`src/fbsc_pkg.sv`:
```
`default_nettype none

package fbsc_pkg;

  localparam int COORD_W = 32;
  localparam int SLOT_W  = 3;
  localparam int REQ_W   = 2;
  localparam int PROD_W  = 2 * COORD_W;
  localparam int SUM_W   = PROD_W + 2;

  typedef logic [REQ_W-1:0] req_t;

  localparam req_t REQ_WRITE  = 2'd0;
  localparam req_t REQ_BOX    = 2'd1;
  localparam req_t REQ_SPHERE = 2'd2;

  typedef logic signed [COORD_W-1:0] coord_t;

  typedef struct packed {
    logic              valid;
    req_t              req;
    logic [SLOT_W-1:0] slot;
    coord_t            lo_x;
    coord_t            lo_y;
    coord_t            lo_z;
    coord_t            hi_x;
    coord_t            hi_y;
    coord_t            hi_z;
    coord_t            radius;
    coord_t            offset;
    logic              in_view;
  } item_t;

endpackage

`default_nettype wire

```
`src/fbsc_out.sv`:
```
`default_nettype none

module fbsc_out #(
  parameter int DIST_W = 51
) (
  input  wire logic                     clk,
  input  wire logic                     rst_n,
  input  wire fbsc_pkg::item_t          last_item,
  input  wire logic signed [DIST_W-1:0] last_best,
  input  wire logic                     out_ready,
  output logic                          en,
  output logic                          out_valid,
  output logic                          out_inside_res,
  output logic signed [31:0]            out_nearest_distance
);
  import fbsc_pkg::*;

  logic                      out_valid_r, skid_valid_r;
  logic                      out_inside_r, skid_inside_r;
  coord_t                    out_dist_r, skid_dist_r;
  logic                      push, is_test, res_inside, in_range;
  coord_t                    sat_dist, res_dist;

  assign en   = !skid_valid_r;
  assign push = en && last_item.valid;

  assign is_test  = (last_item.req == REQ_BOX) || (last_item.req == REQ_SPHERE);
  assign in_range = (&last_best[DIST_W-1:COORD_W-1]) || !(|last_best[DIST_W-1:COORD_W-1]);
  assign sat_dist = in_range ? last_best[COORD_W-1:0] :
                    (last_best[DIST_W-1] ? {1'b1, {(COORD_W-1){1'b0}}}
                                         : {1'b0, {(COORD_W-1){1'b1}}});
  assign res_inside = is_test && last_item.in_view;
  assign res_dist   = is_test ? sat_dist : '0;

  always_ff @(posedge clk) begin
    if (!rst_n) begin
      out_valid_r  <= 1'b0;
      skid_valid_r <= 1'b0;
    end else if (out_valid_r && !out_ready) begin
      if (push) begin
        skid_valid_r <= 1'b1;
      end
    end else if (skid_valid_r) begin
      out_valid_r  <= 1'b1;
      skid_valid_r <= 1'b0;
    end else begin
      out_valid_r <= push;
    end
  end

  always_ff @(posedge clk) begin
    if (out_valid_r && !out_ready) begin
      if (push) begin
        skid_inside_r <= res_inside;
        skid_dist_r   <= res_dist;
      end
    end else if (skid_valid_r) begin
      out_inside_r <= skid_inside_r;
      out_dist_r   <= skid_dist_r;
    end else begin
      out_inside_r <= res_inside;
      out_dist_r   <= res_dist;
    end
  end

  assign out_valid            = out_valid_r;
  assign out_inside_res       = out_inside_r;
  assign out_nearest_distance = out_dist_r;

endmodule

`default_nettype wire

```
`config.mk`:
```
export PLATFORM = sky130hd
export DESIGN_NAME = fbsc_out
export DESIGN_NICKNAME = d
export VERILOG_FILES = /design/src/fbsc_pkg.sv /design/src/fbsc_out.sv
export SDC_FILE = /design/constraint.sdc
export NUM_CORES = 1
export LEC_CHECK = 0
export BUFFER_PORTS_ARGS = -buffer_cell sky130_fd_sc_hd__buf_2
export CELL_PAD_IN_SITES_DETAIL_PLACEMENT = 1
export CELL_PAD_IN_SITES_GLOBAL_PLACEMENT = 2
export CORE_ASPECT_RATIO = 0.9
export CORE_MARGIN = 8
export CORE_UTILIZATION = 19
export CTS_BUF_LIST = sky130_fd_sc_hd__clkbuf_8 sky130_fd_sc_hd__clkbuf_16
export DETAILED_ROUTE_END_ITERATION = 8
export PLACE_DENSITY = 0.86
export SYNTH_ARGS = -nofsm -noshare
export SYNTH_HDL_FRONTEND = slang
export SYNTH_SLANG_ARGS = --single-unit
```
`constraint.sdc`:
```
create_clock -name clk -period 9.5 [get_ports clk]
set_clock_uncertainty 0.1 [all_clocks]
set_input_delay 0.95 -clock clk [delete_from_list [all_inputs] [get_ports clk]]
set_output_delay 0.95 -clock clk [all_outputs]
set_load 0.1 [all_outputs]
```
[Yosys cells after proc, flatten, opt, wreduce, memory -nomap -nowiden]
Index checks and enable logic that the tools add are counted.
Operators by class
  reductions and logical operators: 12
  eq/ne operators: 2
  mux-type cells: 6
Operators by type and width (count)
  $mux 32: 4
  $reduce_and 20->1: 1
  $reduce_or 20->1: 1
  $reduce_and 2->1: 2
  $logic_and 1x1->1: 3
  $logic_not 1->1: 3
  $eq 2x1->1 const B: 1
  $eq 2x2->1 const B: 1
  $logic_or 1x1->1: 2
  $mux 1: 2
Word-level totals
  logic and storage cells: 26
  flip-flop bits (word level): 68

[Depth between registers and ports, before layout]
  depth after elaboration: 6
  gate-level depth with buffers: 7

[Least setup slack after synthesis]
OpenSTA, ideal clock, no wires.
  path type: register -> register
  start: register out_valid_r (netlist: out_valid)
  end: register skid_dist_r[0] (enable)
  library setup time: 0.471 ns
  stages on the path, launching flop included: 3
  arrival: 4.540 ns
  period minus slack after synthesis: 5.111 ns
  buffers on the path: 0
  setup slack: 4.389 ns
  required time: 8.929 ns
  path through: dfxtp_1 -> nand2b_1 -> nor3b_1
On the way
  word-level cells in the longest chain between the ends: 2
RTL lines
  from (decl): line fbsc_out.sv:18  | logic out_valid_r, skid_valid_r;
  from (signal assigned): line fbsc_out.sv:47  | out_valid_r <= push;
  $logic_and 1x1->1: line fbsc_out.sv:52  | if (out_valid_r && !out_ready) begin
  $reduce_and 2->1 (no line)
  to (signal assigned): line fbsc_out.sv:55  | skid_dist_r <= res_dist;
  to (decl): line fbsc_out.sv:20  | coord_t out_dist_r, skid_dist_r;
No other way between the ends.
A chain may end at the register's enable or synchronous reset.

[Worst setup path in the final report]
  start: input last_best[41]
  end: register out_dist_r[6] (netlist: out_nearest_distance[6]) (data pin)
On the way
  word-level cells in the longest chain between the ends: 6
  elaborated cells between the ends (all ways): 7
RTL lines
  from (decl): line fbsc_out.sv:9  | input wire logic signed [DIST_W-1:0] last_best,
  $reduce_or 20->1: line fbsc_out.sv:28  | assign in_range = (&last_best[DIST_W-1:COORD_W-1]) || !(|last_best[DIST_W-1:COORD_W-1]);
  $logic_not 1->1: line fbsc_out.sv:28
  $logic_or 1x1->1 (*): line fbsc_out.sv:28
  $mux 32 (*): line fbsc_out.sv:29  | assign sat_dist = in_range ? last_best[COORD_W-1:0] :
  $mux 32 (*): line fbsc_out.sv:33  | assign res_dist = is_test ? sat_dist : '0;
  $mux 32 (*): line fbsc_out.sv:57  | end else if (skid_valid_r) begin
  to (signal assigned): line fbsc_out.sv:59  | out_dist_r <= skid_dist_r;
  to (signal assigned): line fbsc_out.sv:62  | out_dist_r <= res_dist;
  to (decl): line fbsc_out.sv:20
Every way passes the cells marked *; elsewhere a longest branch is shown, timed or not.

==> results.txt <==
post-route setup slack: 6389 ps
CTS buffer count: 9
Switch Pwr: 0.0002978 W
maximum VDD drop: 108.2 µV
Layout area overhead: 30.75%
cts hold-fix bufs: 0
Detail Placement HPWL: 6.957 mm
register-to-register setup slack: 7370 ps
Placement Setup Slack: 5986 ps
Power Dens Cells: 217.7 nW/µm²
layout cells sized above 1: 38.87%
Reg2Reg Depth: 3
final WL: 10.19 mm
largest area contributor in the netlist: edfxtp_1
crit path capture: out_nearest_distance[6]
final net count: 649
Final period util: 32.75%
clock-pin slew on the worst setup and hold paths: 60 ps
Syn Nets: 564
min Tclk post-route: 3111 ps
Clock Tree Buf Depth: 2
sequential fraction of the synthesis area: 64.46%
setup TNS: 0 ps
TritonRoute pass-1 iters: 7
total power: 0.0008929 W
Clock power frac: 37.2%
commonest non-fill, non-tap cell in the layout: buf_2
I/O pin count: 352
top post-synthesis cells by area: edfxtp_1 (63%), a311o_1 (6.7%), and2_1 (6.6%), o21ai_0 (4.9%), nand2_1 (3.8%)
row count: 44
Sequential Power Share: 40.2%
leakage: 1.583 nW
H-tree Lvls: 3
Max Cap Viol: 0
YS warnings: 0
vias per inst: 4.488
Iter 0 DRT Violations: 151
RSZ-0062 raised after global routing: false
DIE HEIGHT: 137.9 µm
Worst Path Max Fanout: 31
via count: 2,446
worst min path class: flop to flop
reg2reg start: out_valid
most frequent cells in the layout: buf_2 (92), edfxtp_1 (66), and2_1 (33)
clk sinks: 68
DRC viols: 0
sw frac: 33.35%
mean post-synth cell area: 12.70 µm²
mapped cell area: 3137 µm²
Antenna Nets Post-Route: 0
Post-CTS Setup Inserts: 0
Post-Layout Cell Count: 545
Worst-Margin Slew: 1275 ps
Total GRT Usage: 9.834%
total gr overflow: 0
slew margin rel.: 15.00%
count of port buffers added during placement: 92
worst setup path start: last_best[41]
largest net degree at the start of global routing: 37
Core ar.: 16,130 µm²
highest clock rate: 0.3214 GHz
initial antenna violation count: 3
Yosys top cell area share: 63.18%
Die X: 151.4 µm
Yosys reg bits: 68
first-pass GRT wire length: 15.40 mm
CP arrival: 3180 ps
fin. max-slew vios: 0
CTS tree: yes
internal power: 0.0005951 W
Gate Count Post-Synth: 247
Root Buffer: clkbuf_16
RR Endpoint: skid_dist_r[8]
Netlist cell types: 24
fillers: 1,819
routed len/inst: 18.70 µm
number of global-route vias before repair: 2,655
Worst-Skew Late Latency: 320 ps
DP Cell Count: 528
Initial Util: 19.45%
Hold Fails Final Rpt: 0
status: complete, no violations
cts repair resizes: 0
crit end category: flop
Worst EP required: 9570 ps
die footprint: 20,880 µm²
Startpoint Class: input port
combinational share of power: 22.5%
GP Congestion: 0.6894
CP Class: input port to flop
final setup vio count: 0
-- cells in the mapped netlist --
| cell type | n |
|---|---|
| buf_6 | 4 |
| xnor2_1 | 1 |
| dfxtp_1 | 2 |
| nand3_1 | 1 |
| nor2_1 | 4 |
| a311o_1 | 21 |
| mux2_2 | 2 |
| o21ai_0 | 31 |
| buf_2 | 3 |
| nand4_1 | 5 |
| nand2_1 | 32 |
| or3_1 | 2 |
| or2_1 | 1 |
| clkbuf_1 | 16 |
| nor3_2 | 1 |
| inv_1 | 1 |
| nor3b_1 | 2 |
| and2_1 | 33 |
| edfxtp_1 | 66 |
| a311o_2 | 10 |
| nand2b_1 | 1 |
| nor4_1 | 6 |
| a21boi_0 | 1 |
| xor2_1 | 1 |
-- power by group through the flow --
stage	sequential [W]	clock [W]	combinational, W
detailed placement	0.000366	0	0.000204
global route	0.000361	0.000352	0.000211
finish	0.000359	0.000332	0.000201
global placement	0.000365	0	0.000201
floorplan	0.000481	0	0.0000379
CTS	0.000360	0.000342	0.000204
-- stage by stage --
step | hold WS [ps] | area [µm²] | util (%)
after floorplan | 424.9 | 3137 | -
after global placement | 441.5 | 3800 | 23.56
after detailed placement | 460.0 | 3800 | 23.56
after CTS | 472.8 | 4099 | 25.41
after global routing | 478.0 | 4099 | 25.41
final | 465.5 | 4101 | 25.43
-- routing by layer --
metal	GRT usage (%)	wire, µm	up-vias
li1	-	-	1121
met1	10.84	3958	1249
met2	18.18	5638	66
met3	2.871	485	10
met4	2.361	107	0
met5	0	0	-
-- cell families (layout without fill, tap and decap cells) --
| group | count (synthesis) | after routing | share of synthesized area [%] |
|---|---|---|---|
| other | 0 | 1 | 0 |
| buffers and inverters | 24 | 114 | 3.949 |
| muxes | 2 | 2 | 0.7179 |
| and+or+nand+nor | 88 | 88 | 14.84 |
| DFF | 68 | 68 | 64.46 |
| xor gates and xnor gates | 2 | 2 | 0.5585 |
| AOI/OAI and AO/OA | 63 | 63 | 15.48 |
-- cell type report --
type                    count  area [µm²]  share of cell area [%]
inverters                   1       3.754                 0.09152
flip-flops and latches     68        2022                   49.30
diodes                      1       2.502                 0.06101
repair buffers             97       498.0                   12.14
clock buffers               9       225.2                   5.491
multi-input cells         155        1017                   24.80
clock inverters             7       73.82                   1.800
well taps                 207       259.0                   6.315
-- worst max-delay path, stage by stage --
cell     delay, ps
buf_2           90
nand4_1         90
or3_1          390
nor3_2         270
or2_1          990
a311o_1        370
-- worst min-delay path by stage --
stage / start / end / slack [ps] / cells past startpoint
6_report: skid_inside_r / out_inside_res / 470 / 1
5_1_grt: skid_inside_r / out_inside_res / 480 / 1
4_1_cts: skid_inside_r / out_inside_res / 470 / 1
3_5_place_dp: skid_inside_r / out_inside_res / 460 / 1
3_3_place_gp: skid_dist_r[31] / out_nearest_distance[31] / 440 / 1
2_1_floorplan: skid_inside_r / out_inside_res / 420 / 1
-- state kept, by name (all words and copies together) (netlist names) --
| name | cells |
|---|---|
| skid_dist_r | 32 |
| skid_inside_r | 1 |
| out_valid | 1 |
| out_nearest_distance | 32 |
| out_inside_res | 1 |
| skid_valid_r | 1 |
(Power assumes the default switching activity.)
